### src/hdl/sbsd_pkg.sv
// Shared constants, codes and helpers for the SBUS stick and switch decoder.
`default_nettype none

package sbsd_pkg;

    // Frame layout
    localparam int unsigned FRAME_LEN  = 25;
    localparam int unsigned CNT_W      = 5;
    localparam int unsigned FLAG_BYTE  = 23;
    localparam logic [CNT_W-1:0] CNT_FULL = CNT_W'(FRAME_LEN);
    localparam logic [CNT_W-1:0] CNT_OVER = CNT_W'(FRAME_LEN + 1);

    // Field widths
    localparam int unsigned CMD_W  = 2;
    localparam int unsigned BYTE_W = 8;
    localparam int unsigned CH_W   = 11;
    localparam int unsigned Q_W    = 16;
    localparam int unsigned DZ_W   = 15;
    localparam int unsigned TMO_W  = 32;
    localparam int unsigned SW_W   = 2;
    localparam int unsigned IDX_W  = 1;
    localparam int unsigned CFG_W  = 32;

    // Command codes
    localparam logic [CMD_W-1:0] CMD_BYTE = 2'd0;
    localparam logic [CMD_W-1:0] CMD_END  = 2'd1;
    localparam logic [CMD_W-1:0] CMD_TICK = 2'd2;

    // Register indexes
    localparam logic [IDX_W-1:0] REG_DEAD_ZONE = 1'd0;
    localparam logic [IDX_W-1:0] REG_TIMEOUT   = 1'd1;

    // Register reset values
    localparam logic [DZ_W-1:0]  DEAD_ZONE_RST = 15'd164;
    localparam logic [TMO_W-1:0] TIMEOUT_RST   = 32'd100;

    // Stick scaling: q = trunc((v - 1024) * 16384 / 660) = trunc((v - 1024) * 4096 / 165).
    // Magnitude is scaled by a reciprocal, exact for magnitudes up to 1024.
    localparam int unsigned STICK_MID   = 1024;
    localparam int unsigned Q_ONE       = 16384;
    localparam int unsigned RECIP_SHIFT = 20;
    localparam int unsigned RECIP_W     = 25;
    localparam int unsigned PROD_W      = CH_W + RECIP_W;
    localparam logic [RECIP_W-1:0] RECIP_K =
        RECIP_W'(((64'd4096 << RECIP_SHIFT) + 64'd164) / 64'd165);

    // Switch positions
    localparam logic [SW_W-1:0] SW_DOWN = 2'd0;
    localparam logic [SW_W-1:0] SW_MID  = 2'd1;
    localparam logic [SW_W-1:0] SW_UP   = 2'd2;
    localparam logic [SW_W-1:0] SW_ERR  = 2'd3;
    localparam logic [CH_W-1:0] SW_LOW_LIM  = 11'd694;
    localparam logic [CH_W-1:0] SW_HIGH_LIM = 11'd1354;

    function automatic logic [SW_W-1:0] switch_pos(input logic [CH_W-1:0] raw);
        logic [SW_W-1:0] pos;
        if (raw < SW_LOW_LIM) begin
            pos = SW_DOWN;
        end else if (raw < SW_HIGH_LIM) begin
            pos = SW_MID;
        end else begin
            pos = SW_UP;
        end
        return pos;
    endfunction

endpackage

`default_nettype wire

### src/hdl/sbsd_if.sv
// Channel interfaces of the decoder: input bytes and marks, decoded results, register writes.
`default_nettype none

interface sbsd_in_if;
    import sbsd_pkg::*;
    logic              valid;
    logic              ready;
    logic [CMD_W-1:0]  command;
    logic [BYTE_W-1:0] data_byte;

    modport source (output valid, output command, output data_byte, input ready);
    modport sink   (input valid, input command, input data_byte, output ready);
endinterface

interface sbsd_out_if;
    import sbsd_pkg::*;
    logic                  valid;
    logic                  ready;
    logic                  connected;
    logic signed [Q_W-1:0] pitch;
    logic signed [Q_W-1:0] yaw;
    logic signed [Q_W-1:0] lateral;
    logic signed [Q_W-1:0] forward;
    logic [SW_W-1:0]       sw_left;
    logic [SW_W-1:0]       sw_right;

    modport source (output valid, output connected, output pitch, output yaw,
                    output lateral, output forward, output sw_left,
                    output sw_right, input ready);
    modport sink   (input valid, input connected, input pitch, input yaw,
                    input lateral, input forward, input sw_left,
                    input sw_right, output ready);
endinterface

interface sbsd_cfg_if;
    import sbsd_pkg::*;
    logic             valid;
    logic             ready;
    logic [IDX_W-1:0] index;
    logic [CFG_W-1:0] data;

    modport source (output valid, output index, output data, input ready);
    modport sink   (input valid, input index, input data, output ready);
endinterface

`default_nettype wire

### src/hdl/sbus_stick_switch_decoder_core.sv
// Top level of the SBUS stick and switch decoder.
//
//  channel  | dir | handshake            | carries
//  ---------+-----+----------------------+---------------------------------------
//  i_in     | in  | valid/ready          | command, data_byte
//  o_out    | out | valid/ready          | connected, four sticks, two switches
//  i_cfg    | in  | valid/ready (ready=1)| index, data (dead zone, timeout)
//
// Every input transaction is handled as it is taken: frame bytes land in the frame
// store, and the end of a full frame decodes it straight into the result register.
// A new transaction is taken each cycle while the result register is empty or being
// drained; a stalled result holds input ready low only while it is not taken.
// Sync active-low reset clears counters, link state, out valid and config to defaults.
`default_nettype none

module sbus_stick_switch_decoder_core (
    input  wire logic  i_clk,
    input  wire logic  i_rst_n,
    sbsd_in_if.sink    i_in,
    sbsd_out_if.source o_out,
    sbsd_cfg_if.sink   i_cfg
);
    import sbsd_pkg::*;

    // Configuration
    logic [DZ_W-1:0]   r_dead_zone;
    logic [TMO_W-1:0]  r_timeout;

    // Frame state
    logic [BYTE_W-1:0] r_store [FRAME_LEN];
    logic [CNT_W-1:0]  r_byte_count;
    logic [CNT_W-1:0]  n_byte_count;
    logic [TMO_W-1:0]  r_idle_ticks;
    logic [TMO_W-1:0]  n_idle_ticks;
    logic              r_linked;
    logic              n_linked;

    // Result register
    logic              r_out_valid;
    logic              n_out_valid;
    logic              r_out_connected;
    logic signed [Q_W-1:0] r_pitch;
    logic signed [Q_W-1:0] r_yaw;
    logic signed [Q_W-1:0] r_lateral;
    logic signed [Q_W-1:0] r_forward;
    logic [SW_W-1:0]   r_sw_left;
    logic [SW_W-1:0]   r_sw_right;

    logic              w_in_acc;
    logic              w_load;
    logic              w_good;
    logic [CH_W-1:0]   w_c1, w_c2, w_c3, w_c4, w_c6, w_c7;
    logic signed [Q_W-1:0] w_s1, w_s2, w_s3, w_s4;

    assign i_in.ready  = ~r_out_valid | o_out.ready;
    assign i_cfg.ready = 1'b1;
    assign w_in_acc    = i_in.valid & i_in.ready;

    // Unpack the 11-bit channels from the stored frame
    assign w_c1 = {r_store[2][2:0], r_store[1]};
    assign w_c2 = {r_store[3][5:0], r_store[2][7:3]};
    assign w_c3 = {r_store[5][0],   r_store[4],   r_store[3][7:6]};
    assign w_c4 = {r_store[6][3:0], r_store[5][7:1]};
    assign w_c6 = {r_store[9][1:0], r_store[8],   r_store[7][7]};
    assign w_c7 = {r_store[10][4:0], r_store[9][7:2]};

    sbsd_stick u_stick_pitch   (.i_raw(w_c1), .i_dead_zone(r_dead_zone), .o_value(w_s1));
    sbsd_stick u_stick_yaw     (.i_raw(w_c2), .i_dead_zone(r_dead_zone), .o_value(w_s2));
    sbsd_stick u_stick_lateral (.i_raw(w_c3), .i_dead_zone(r_dead_zone), .o_value(w_s3));
    sbsd_stick u_stick_forward (.i_raw(w_c4), .i_dead_zone(r_dead_zone), .o_value(w_s4));

    // Decide next link state and whether a result is produced
    always_comb begin
        n_byte_count = r_byte_count;
        n_idle_ticks = r_idle_ticks;
        n_linked     = r_linked;
        w_load       = 1'b0;
        w_good       = 1'b0;
        if (w_in_acc) begin
            case (i_in.command)
                CMD_BYTE: begin
                    if (r_byte_count < CNT_OVER) begin
                        n_byte_count = r_byte_count + CNT_W'(1);
                    end
                end
                CMD_END: begin
                    n_byte_count = '0;
                    if (r_byte_count == CNT_FULL) begin
                        w_load = 1'b1;
                        if (r_store[FLAG_BYTE] != '0) begin
                            n_linked = 1'b0;
                        end else begin
                            w_good       = 1'b1;
                            n_linked     = 1'b1;
                            n_idle_ticks = '0;
                        end
                    end
                end
                CMD_TICK: begin
                    if (~&r_idle_ticks) begin
                        n_idle_ticks = r_idle_ticks + TMO_W'(1);
                    end
                    if (r_linked && (n_idle_ticks > r_timeout)) begin
                        n_linked = 1'b0;
                        w_load   = 1'b1;
                    end
                end
                default: begin
                end
            endcase
        end
        n_out_valid = w_load | (r_out_valid & ~o_out.ready);
    end

    // Control state
    always_ff @(posedge i_clk) begin
        if (!i_rst_n) begin
            r_byte_count <= '0;
            r_idle_ticks <= '0;
            r_linked     <= 1'b0;
            r_out_valid  <= 1'b0;
            r_dead_zone  <= DEAD_ZONE_RST;
            r_timeout    <= TIMEOUT_RST;
        end else begin
            r_byte_count <= n_byte_count;
            r_idle_ticks <= n_idle_ticks;
            r_linked     <= n_linked;
            r_out_valid  <= n_out_valid;
            if (i_cfg.valid && i_cfg.ready) begin
                case (i_cfg.index)
                    REG_DEAD_ZONE: r_dead_zone <= i_cfg.data[DZ_W-1:0];
                    REG_TIMEOUT:   r_timeout   <= i_cfg.data[TMO_W-1:0];
                    default: begin
                    end
                endcase
            end
        end
    end

    // Capture frame bytes, drop those past the end of the frame
    always_ff @(posedge i_clk) begin
        if (w_in_acc && (i_in.command == CMD_BYTE) && (r_byte_count < CNT_FULL)) begin
            r_store[r_byte_count] <= i_in.data_byte;
        end
    end

    // Load the result register: decoded frame or the loss pattern
    always_ff @(posedge i_clk) begin
        if (w_load) begin
            r_out_connected <= w_good;
            if (w_good) begin
                r_pitch    <= w_s1;
                r_yaw      <= -w_s2;
                r_lateral  <= -w_s3;
                r_forward  <= w_s4;
                r_sw_left  <= switch_pos(w_c6);
                r_sw_right <= switch_pos(w_c7);
            end else begin
                r_pitch    <= '0;
                r_yaw      <= '0;
                r_lateral  <= '0;
                r_forward  <= '0;
                r_sw_left  <= SW_ERR;
                r_sw_right <= SW_ERR;
            end
        end
    end

    assign o_out.valid     = r_out_valid;
    assign o_out.connected = r_out_connected;
    assign o_out.pitch     = r_pitch;
    assign o_out.yaw       = r_yaw;
    assign o_out.lateral   = r_lateral;
    assign o_out.forward   = r_forward;
    assign o_out.sw_left   = r_sw_left;
    assign o_out.sw_right  = r_sw_right;

    // Byte counter saturates just past a full frame
    a_count_range: assert property (@(posedge i_clk) disable iff (!i_rst_n)
        r_byte_count <= CNT_OVER)
        else $error("byte counter beyond saturation");

    // Losing the link always leaves a loss result in the output register
    a_loss_reported: assert property (@(posedge i_clk) disable iff (!i_rst_n)
        $fell(r_linked) && $past(i_rst_n) |-> r_out_valid && !r_out_connected)
        else $error("link dropped without a loss result");

    // A pending good result means the link is up
    a_good_linked: assert property (@(posedge i_clk) disable iff (!i_rst_n)
        r_out_valid && r_out_connected |-> r_linked)
        else $error("connected result while link is down");

    // A loss result carries centred sticks and error switches
    a_loss_payload: assert property (@(posedge i_clk) disable iff (!i_rst_n)
        r_out_valid && !r_out_connected |->
            r_pitch == '0 && r_forward == '0 && r_sw_left == SW_ERR && r_sw_right == SW_ERR)
        else $error("loss result with live payload");

    // A full frame with clear flag byte brings the link up
    a_good_frame: assert property (@(posedge i_clk) disable iff (!i_rst_n)
        w_in_acc && i_in.command == CMD_END && r_byte_count == CNT_FULL
            && r_store[FLAG_BYTE] == '0 |=> r_linked && r_out_valid && r_out_connected)
        else $error("good frame not decoded");

endmodule

`default_nettype wire

### src/hdl/sbsd_stick.sv
// One stick channel: centre, scale to Q1.14, clamp and apply the dead zone.
`default_nettype none

module sbsd_stick (
    input  wire logic [sbsd_pkg::CH_W-1:0]        i_raw,
    input  wire logic [sbsd_pkg::DZ_W-1:0]        i_dead_zone,
    output logic signed [sbsd_pkg::Q_W-1:0]       o_value
);
    import sbsd_pkg::*;

    logic              w_neg;
    logic [CH_W-1:0]   w_mag;
    logic [PROD_W-1:0] w_prod;
    logic [Q_W-1:0]    w_qmag;
    logic [DZ_W-1:0]   w_clamped;
    logic [Q_W-1:0]    w_pos;

    // Centre on mid stick, keep sign and magnitude apart
    assign w_neg = i_raw < CH_W'(STICK_MID);
    assign w_mag = w_neg ? (CH_W'(STICK_MID) - i_raw) : (i_raw - CH_W'(STICK_MID));

    // Scale by 4096/165 through the reciprocal, truncating the magnitude
    assign w_prod = PROD_W'(w_mag) * PROD_W'(RECIP_K);
    assign w_qmag = w_prod[RECIP_SHIFT +: Q_W];

    // Clamp to one, then drop values inside the dead zone
    assign w_clamped = (w_qmag > Q_W'(Q_ONE)) ? DZ_W'(Q_ONE) : w_qmag[DZ_W-1:0];
    assign w_pos     = (w_clamped < i_dead_zone) ? '0 : Q_W'(w_clamped);

    // Restore the sign
    assign o_value = w_neg ? $signed(-w_pos) : $signed(w_pos);

endmodule

`default_nettype wire

### src/flat_wrapper.sv
// flat-port wrapper written by rule: the top's interface ports become plain ports
module sbus_stick_switch_decoder_core_flat import sbsd_pkg::*;
  (i_clk, i_rst_n, i_in_valid, i_in_command, i_in_data_byte, i_in_ready, o_out_valid, o_out_connected, o_out_pitch, o_out_yaw, o_out_lateral, o_out_forward, o_out_sw_left, o_out_sw_right, o_out_ready, i_cfg_valid, i_cfg_index, i_cfg_data, i_cfg_ready);
  sbsd_in_if i_in_i ();
  sbsd_out_if o_out_i ();
  sbsd_cfg_if i_cfg_i ();
  input  wire logic i_clk;
  input  wire logic i_rst_n;
  input wire logic [$bits(i_in_i.valid)-1:0] i_in_valid;
  input wire logic [$bits(i_in_i.command)-1:0] i_in_command;
  input wire logic [$bits(i_in_i.data_byte)-1:0] i_in_data_byte;
  output wire logic [$bits(i_in_i.ready)-1:0] i_in_ready;
  output wire logic [$bits(o_out_i.valid)-1:0] o_out_valid;
  output wire logic [$bits(o_out_i.connected)-1:0] o_out_connected;
  output wire logic [$bits(o_out_i.pitch)-1:0] o_out_pitch;
  output wire logic [$bits(o_out_i.yaw)-1:0] o_out_yaw;
  output wire logic [$bits(o_out_i.lateral)-1:0] o_out_lateral;
  output wire logic [$bits(o_out_i.forward)-1:0] o_out_forward;
  output wire logic [$bits(o_out_i.sw_left)-1:0] o_out_sw_left;
  output wire logic [$bits(o_out_i.sw_right)-1:0] o_out_sw_right;
  input wire logic [$bits(o_out_i.ready)-1:0] o_out_ready;
  input wire logic [$bits(i_cfg_i.valid)-1:0] i_cfg_valid;
  input wire logic [$bits(i_cfg_i.index)-1:0] i_cfg_index;
  input wire logic [$bits(i_cfg_i.data)-1:0] i_cfg_data;
  output wire logic [$bits(i_cfg_i.ready)-1:0] i_cfg_ready;
  assign i_in_i.valid = i_in_valid;
  assign i_in_i.command = i_in_command;
  assign i_in_i.data_byte = i_in_data_byte;
  assign i_in_ready = i_in_i.ready;
  assign o_out_valid = o_out_i.valid;
  assign o_out_connected = o_out_i.connected;
  assign o_out_pitch = o_out_i.pitch;
  assign o_out_yaw = o_out_i.yaw;
  assign o_out_lateral = o_out_i.lateral;
  assign o_out_forward = o_out_i.forward;
  assign o_out_sw_left = o_out_i.sw_left;
  assign o_out_sw_right = o_out_i.sw_right;
  assign o_out_i.ready = o_out_ready;
  assign i_cfg_i.valid = i_cfg_valid;
  assign i_cfg_i.index = i_cfg_index;
  assign i_cfg_i.data = i_cfg_data;
  assign i_cfg_ready = i_cfg_i.ready;
  sbus_stick_switch_decoder_core u_core (.i_clk(i_clk), .i_rst_n(i_rst_n), .i_in(i_in_i), .o_out(o_out_i), .i_cfg(i_cfg_i));
endmodule
### config.mk
export PLATFORM = sky130hd
export DESIGN_NAME = sbus_stick_switch_decoder_core_flat
export DESIGN_NICKNAME = d
export VERILOG_FILES = /design/src/hdl/sbsd_pkg.sv /design/src/hdl/sbsd_if.sv /design/src/hdl/sbus_stick_switch_decoder_core.sv /design/src/hdl/sbsd_stick.sv /design/src/flat_wrapper.sv
export SDC_FILE = /design/constraint.sdc
export NUM_CORES = 1
export LEC_CHECK = 0
export BUFFER_PORTS_ARGS = -buffer_cell sky130_fd_sc_hd__buf_2
export CORE_AREA = 2 2 283 285
export DETAILED_ROUTE_END_ITERATION = 6
export DIE_AREA = 0 0 285 287
export PLACE_DENSITY = 0.6
export SYNTH_ARGS = -nofsm -noshare
export SYNTH_HDL_FRONTEND = slang
export SYNTH_HIERARCHICAL = 1
export SYNTH_SLANG_ARGS = --single-unit
export TNS_END_PERCENT = 20
### constraint.sdc
create_clock -name i_clk -period 13.4 [get_ports i_clk]
set_input_delay 2.68 -clock i_clk [delete_from_list [all_inputs] [get_ports i_clk]]
set_output_delay 2.68 -clock i_clk [all_outputs]
set_load 0.01 [all_outputs]
==> summary.md, run 1 <==
| Metric | Value |
|---|---|
| Die Area | `81,800 um2` |
| Asr flop ratio synth | `0%` |
| Critical Path Sink Type | `flop` |
| Crit path depth | `45` |
| RSZ-0062 raised after global routing | `no` |
| Combinational share of power | `20.1%` |
| CP Launch Type | `flop` |
| Max stage delay on crit path | `about 0.95 ns` |
| CP arrival | `12.51 ns` |
| Via count | `26,200` |
| Critical Setup Path Class | `flop to flop` |
| Count of cells resized by post-cts repair | `0` |
| Switching share of power | `31.0%` |
| RR Startpoint | `u_core/r_store[3][6]$_DFFE_PP_` |
| Slew Limit Headroom | `24.6%` |
| Worst-margin pin slew | `about 1.1 ns` |
| Placer congestion estimate | `0.918` |
| Horiz. Die Dim | `285 um` |
| Crit-path leading delay family | `compound AO/OA/AOI/OAI gates` |
| Via count of the first global-routing pass | `~25,000` |
| H-Tree Depth | `1` |
| Area of the multi-input gates | `22,600 um2` |
| Hold Startpoint | `u_core/r_timeout[15]$_SDFFE_PN0P_` |
| Worst-skew pair later-pin latency | `0.60 ns` |
| Worst path required time | `13.71 ns` |
| IO Count | `between 100 and 150` |
| Register-to-register setup slack | `1.20 ns` |
| Pwr per Cell Area | `roughly 57 nW/um2` |
| Seq cells post-synth | `227` |
| Vias/cell | `5.50` |
| Die height | `287 um` |
| Final Max Tran Viols | `0` |
| Mux cell area share after synthesis | `less than 1%` |
| Endpoints failing setup | `0` |
| Fraction of layout cells with a size suffix above 1 | `8.59%` |
| Clock tree sinks | `approximately 230` |
| Fin worst setup slack | `between 1 and 1.5 ns` |
| YS warnings | `6` |
| First DRT Iteration DRCs | `about 1,900` |
| Antenna viol nets, final | `0` |
| Ys flop type | `edfxtp_1` |
| Max FO, Critical Path | `23` |
| Final critical-path share of the clock period | `91.1%` |
| Number of synthesized flops with an enable pin | `141` |
| Final Hold Vio Count | `0` |
| TritonCTS buffer count | `30` |
| Global-route wire length before repair | `137 mm` |
| Core Area | `78,600 um2` |
| Post-synthesis sequential area ratio | `19.1%` |
| CTS tree | `yes` |
| Final critical-path required period | `12.20 ns` |
| Hold Buf Count CTS | `0` |
| Maximum VDD drop | `0.0000871 V` |
| Post-synthesis average cell area | `8.60 um2` |
| CTS max path bufs | `3` |
| Sequential power share | `39.4%` |
| Syn nets | `4,392` |
| Post-DP HPWL | `70.7 mm` |
| Reg2Reg Depth | `45` |
| F_max | `0.0819 GHz` |
| Largest cells by area after synthesis | `ha_1 22%, edfxtp_1 14%, fa_1 10%` |
| Residual DRC count | `0` |
| Post-synthesis compound-gate area fraction | `approximately 17%` |
| Netlist Area Pre-Place | `roughly 31,000 um2` |
| Status | `finished, final reports clean` |
| Gr usage total | `20.8%` |
| Distinct cell type count after synthesis | `124` |
| Final Cell Area | `between 30,000 and 40,000 um2` |
| DRT Pass-1 Iters | `5` |
| Hold Crit Endpoint | `u_core/r_timeout[15]$_SDFFE_PN0P_` |
| Max-Cap Viols | `0` |
| XOR/XNOR Fraction of Synth Area | `4.32%` |
| Grt total ovfl | `0` |
| WP buf/inv | `6` |
| Antenna violations before repair | `4` |
| Most frequent cells in the layout | `569 x inv_1, 554 x ha_1, 286 x nand2_1` |
| Port Buffers | `118` |
| Worst Hold Depth | `2` |
| CP max stage cell | `o311ai_0` |
| Most common cell after layout, fill and taps aside | `inv_1` |
| Mapped Cells | `3,630` |
| Post-Route Utilization | `42.8%` |
| Largest family of logic cells by synthesized area | `adder cells` |
| Fillers | `just under 8,000` |
| Post-CTS Repair Setup Buffers | `0` |
| Pre-CTS setup slack | `1.36 ns` |
| Clock power share | `40.5%` |
| Site Rows | `103` |
| Storage cell area | `5960 um2` |
| Post-Route WL | `about 86 mm` |
| Placed cell area | `32,700 um2` |
| Synth top area share | `about 22%` |
| Post-Synth Simple-Gate Area | `between 15 and 20%` |
| Clk slew on worst S/H paths | `approximately 0.06 ns` |
| Reg2reg end | `u_core/o_out.lateral[7]$_SDFFCE_PN0P_` |
| Sw Pwr | `596 uW` |
| Cell taking the most area after synthesis | `ha_1` |
| Drt wl/cell | `18.1 um` |
| # nets final | `between 4,000 and 5,000` |
| HP Class | `flop to flop` |
| Root Buffer | `clkbuf_16` |
| Pint | `1330 uW` |
| Leak | `between 0.015 and 0.02 uW` |
| Setup TNS | `0 ns` |
| Worst Skew | `0.0324 ns` |
| Initial Util | `39.7%` |
| Number of diodes | `0` |
| Largest net degree at the start of global routing | `70` |
| Synth Area in Adders | `32.5%` |
| Area Overhead vs Synth | `7.93%` |
[metal layers]
layer	track usage [%]	up-vias	wire length, um
li1	-	12900	-
met1	29.7	12400	40400
met2	33.2	754	37900
met3	3.15	109	5800
met4	4.69	2	1980
met5	0	-	11
[logic make-up (layout without fill, tap and decap cells)]
| group | count (synthesis) | in the layout |
|---|---|---|
| adders and majority gates | 714 | 714 |
| and+or+nand+nor | 1080 | 1080 |
| AOI/OAI and AO/OA | 763 | 763 |
| xor gates and xnor gates | 154 | 154 |
| muxes | 16 | 16 |
| other | 1 | 1 |
| buffers and inverters | 675 | 760 |
| DFF | 227 | 227 |
[stage by stage]
step / hold slack, ns / total power, uW / instances
2_1_floorplan: 0.434 / 1050 / 3630
3_3_place_gp: 0.443 / 1150 / 4710
3_5_place_dp: 0.447 / 1150 / 4710
4_1_cts: 0.455 / 1940 / 4765
5_1_grt: 0.475 / 2020 / 4765
6_report: 0.453 / 1920 / 4765
[synthesized netlist by cell type (all sizes together), types with 8 or more instances]
library cell,count
inv,572
ha,554
nand2,288
nor2,260
a21oi,250
fa,160
edfxtp,141
o21ai,120
dfxtp,86
xnor2,78
xor2,76
nand3,72
nor3,70
and2,68
clkbuf,64
nand4,63
a21o,58
and3,52
a31oi,48
buf,38
or3,38
o211ai,34
nor4,28
o21a,28
a211oi,23
or2,23
o311ai,22
nand2b,21
o31ai,21
nor2b,20
o21bai,17
and4,14
a311o,13
or4,13
a31o,12
o2111ai,12
mux2i,9
nand4b,9
o211a,9
or4b,9
nand3b,8
o31a,8
[worst max-delay path by stage]
stage / startpoint / end
after floorplan: u_core/r_store[3][6]$_DFFE_PP_ / u_core/o_out.lateral[14]$_SDFFCE_PN0P_
after detailed placement: u_core/r_store[2][3]$_DFFE_PP_ / u_core/o_out.yaw[15]$_SDFFCE_PN0P_
after CTS: u_core/r_store[2][3]$_DFFE_PP_ / u_core/o_out.yaw[15]$_SDFFCE_PN0P_
after global placement: u_core/r_store[2][3]$_DFFE_PP_ / u_core/o_out.yaw[15]$_SDFFCE_PN0P_
after global routing: u_core/r_store[3][6]$_DFFE_PP_ / u_core/o_out.lateral[13]$_SDFFCE_PN0P_
final: u_core/r_store[3][6]$_DFFE_PP_ / u_core/o_out.lateral[7]$_SDFFCE_PN0P_
[cell type report]
class	count	share of cell area [%]
Tap cell	1050	3.90
Multi-Input combinational cell	2728	67.1
Clock inverter	17	0.364
Clock buffer	38	2.45
Timing Repair Buffer	132	2.07
Inverter	573	6.39
Sequential cell	227	17.7
[state kept, by name, indices dropped and copies added, names as in the netlist]
| register | cells |
|---|---|
| u_core/r_byte_count | 5 |
| u_core/o_out.connected | 1 |
| u_core/o_out.lateral | 16 |
| u_core/o_out.sw_right | 2 |
| u_core/o_out.forward | 16 |
| u_core/r_timeout | 32 |
| u_core/o_out.sw_left | 2 |
| u_core/o_out.valid | 1 |
| u_core/o_out.pitch | 16 |
| u_core/r_dead_zone | 15 |
| u_core/r_linked | 1 |
| u_core/r_idle_ticks | 32 |
| u_core/r_store | 72 |
| u_core/o_out.yaw | 16 |
[power groups by stage]
stage                     clock, uW  combinational, uW  sequential, uW
final                           780                387             758
after global routing            824                436             758
after CTS                       797                383             758
after detailed placement          0                381             773
after global placement            0                379             773
after floorplan                   0                287             765
[worst min-delay path, delay by kind of cell, from the launching register on]
kind / cells / cell delay [ns]
AND/OR/NAND/NOR: 1 / 0.05
flip-flops: 1 / 0.30
AO/OA/AOI/OAI: 1 / 0.05
Power figures use the tool's default switching activity.
==> run 2, diff against run 1 <==
--- a/config.mk
+++ b/config.mk
@@ -6,12 +6,11 @@
 export NUM_CORES = 1
 export LEC_CHECK = 0
 export BUFFER_PORTS_ARGS = -buffer_cell sky130_fd_sc_hd__buf_2
-export CORE_AREA = 2 2 283 285
+export CORE_AREA = 2 2 278 280
 export DETAILED_ROUTE_END_ITERATION = 6
-export DIE_AREA = 0 0 285 287
+export DIE_AREA = 0 0 280 282
 export PLACE_DENSITY = 0.6
 export SYNTH_ARGS = -nofsm -noshare
 export SYNTH_HDL_FRONTEND = slang
-export SYNTH_HIERARCHICAL = 1
 export SYNTH_SLANG_ARGS = --single-unit
 export TNS_END_PERCENT = 20
==> run 2 against run 1 <==
Final cell count is 4.3% lower; first-iteration DRC count fell by 7.2%; critical path depth unchanged; wire length fell by 3.6%; power down 1.9%; maximum frequency shrank 1.8%; sequential power fell by 0.9%; global-route usage about the same; final area down 3.3%; flip-flop and latch count stayed put; largest cell class unchanged; largest power group unchanged.
==> summary.md, run 2 <==
| Metric | Value |
|---|---|
| Status | `finished, final reports clean` |
| WHS | `0.453 ns` |
| Global-route wire length before repair | `~130 mm` |
| Maximum VDD drop | `0.0000885 V` |
| Distinct cell type count after synthesis | `118` |
| Met1 Resource Use GR | `29.1%` |
| Horiz. Die Dim | `about 280 um` |
| Final critical-path share of the clock period | `around 93%` |
| Drt wl/cell | `18.2 um` |
| RSZ-0062 raised after global routing | `no` |
| Fraction of layout cells with a size suffix above 1 | `7.50%` |
| Largest cells by area after synthesis | `ha_1 23%, edfxtp_1 14%, fa_1 11%` |
| Post-synthesis sequential area ratio | `19.8%` |
| CP max stage cell | `o311ai_0` |
| Pre-CTS setup slack | `roughly 1.1 ns` |
| Largest net degree at the start of global routing | `76` |
| Post-synthesis average cell area | `8.63 um2` |
| Die height | `282 um` |
| Most common cell after layout, fill and taps aside | `ha_1` |
| Mapped Cells | `3,481` |
| GR peak layer | `met2` |
| Grt met3 use | `between 1.5 and 2%` |
| Site Rows | `101` |
| Placer congestion estimate | `0.923` |
| Max FFs per register | `72` |
| Initial Util | `39.7%` |
| YS warnings | `0` |
| Final critical-path required period | `about 12 ns` |
| H-Tree Depth | `1` |
| Post-CTS Repair Setup Buffers | `0` |
| CP Launch Type | `flop` |
| Worst-skew pair later-pin latency | `approximately 0.6 ns` |
| Residual DRC count | `0` |
| Gr usage total | `20.8%` |
| Count of cells resized by post-cts repair | `0` |
| Clock tree sinks | `227` |
| Critical Setup Path Class | `flop to flop` |
| Worst path required time | `13.82 ns` |
| Max stage delay on crit path | `between 0.5 and 0.6 ns` |
| CP arrival | `12.86 ns` |
| Netlist Area Pre-Place | `approximately 30,000 um2` |
| Max FO, Critical Path | `15` |
| Port Buffers | `118` |
| IO Count | `120` |
| Leak | `0.0151 uW` |
| Biggest regs | `u_core.r_store: 72 flops, u_core.r_idle_ticks: 32 flops, u_core.r_timeout: 32 flops` |
| Fin worst setup slack | `0.967 ns` |
| Max-Cap Viols | `0` |
| Worst-margin pin slew | `1.08 ns` |
| Hold Buf Count CTS | `0` |
| # nets final | `4,315` |
| TritonCTS buffer count | `28` |
| Pwr per Cell Area | `between 50 and 60 nW/um2` |
| Antenna violations before repair | `4` |
| Area Overhead vs Synth | `8.38%` |
| F_max | `0.0804 GHz` |
| Syn nets | `4,243` |
| Root Buffer | `clkbuf_16` |
| Core Area | `75,700 um2` |
| Setup TNS | `0 ns` |
| Most frequent cell after synthesis | `ha_1` |
| CTS tree | `yes` |
| Ys flop type | `edfxtp_1` |
| Asr flop ratio synth | `0%` |
| DRT Pass-1 Iters | `6` |
| Worst Skew | `0.0179 ns` |
| First DRT Iteration DRCs | `1,761` |
| Most frequent cells in the layout | `554 x ha_1, 472 x inv_1, 303 x nand2_1` |
| Clk slew on worst S/H paths | `0.07 ns` |
| Slew Limit Headroom | `27.6%` |
| Number of synthesized flops with an enable pin | `141` |
| Vias/cell | `5.52` |
| Via count of the first global-routing pass | `around 24,000` |
| Grt met2 use | `34.4%` |
| Largest Register | `u_core.r_store` |
| Critical Path Sink Type | `flop` |
| Post-DP HPWL | `68.4 mm` |
| Cell taking the most area after synthesis | `ha_1` |
| Via count | `25,200` |
| Seq cells post-synth | `227` |
| Antenna viol nets, final | `0` |
| Die Area | `a little under 80,000 um2` |
| HP Class | `flop to flop` |
| Final Max Tran Viols | `0` |
| CTS max path bufs | `3` |
| Post-Route WL | `~83 mm` |
| Synth top area share | `23.1%` |
| Final Hold Vio Count | `0` |
| Grt total ovfl | `0` |
| Endpoints failing setup | `0` |
| Synth top cells by count | `554 x ha_1, 473 x inv_1, 303 x nand2_1` |
==> run 2: kinds of logic after synthesis <==
kind of cell	synth area share (%)
compound gates	16.9
xor+xnor	4.83
fa+ha+maj	33.7
buf+inv	7.13
flops	19.8
mux	0.520
other cells	0.0125
simple gates	17.1
==> run 2: report_power, final <==
part | internal [uW] | switching (uW) | total (uW)
clock | 447 | 334 | 781
sequential | 745 | 5.83 | 751
combinational | 131 | 225 | 357
==> run 2: worst paths after layout <==
| path | from | endpoint | slack (ns) | cells after the start |
|---|---|---|---|---|
| setup / recovery | u_core.r_store[3][6]$_DFFE_PP_ | u_core.o_out.lateral[11]$_SDFFCE_PN0P_ | 0.97 | 45 |
| hold / removal | u_core.r_timeout[14]$_SDFFE_PN0P_ | u_core.r_timeout[14]$_SDFFE_PN0P_ | 0.45 | 2 |
| setup reg to reg | u_core.r_store[3][6]$_DFFE_PP_ | u_core.o_out.lateral[11]$_SDFFCE_PN0P_ | 0.97 | 45 |
| hold reg to reg | u_core.r_timeout[14]$_SDFFE_PN0P_ | u_core.r_timeout[14]$_SDFFE_PN0P_ | 0.45 | 2 |
==> run 2: area by class of cell <==
type | instances | area, um2
fillers | 7482 | 43100
multi-input cells | 2690 | 22000
flip-flops and latches | 227 | 5960
inverters | 475 | 1780
well taps | 978 | 1220
clock buffers | 37 | 808
repair buffers | 131 | 688
clock inverters | 15 | 133
diodes | 5 | 12.5
==> run 2: worst max-delay path, delay by kind of cell (launching register included) <==
kind,cells,cell delay (ns)
and+or+nand+nor,15,4.36
adders and majority gates,9,3.44
AOI/OAI and AO/OA,14,2.91
DFF,1,0.54
buffers and inverters,6,0.53
xor gates and xnor gates,1,0.45
==> run 2: layer usage <==
metal	up-vias	wire [um]
met1	11900	39000
li1	12400	-
met2	690	37700
met3	95	4440
met5	-	0
met4	0	1940
==> run 2: through the flow <==
step,instance area (um2),cells,util [%],total power (uW)
finish,32600,4558,43.0,1890
global route,32600,4557,43.0,1980
CTS,32600,4553,43.0,1900
detailed placement,31600,4501,41.8,1120
global placement,31600,4501,41.8,1110
floorplan,30100,3481,-,1020
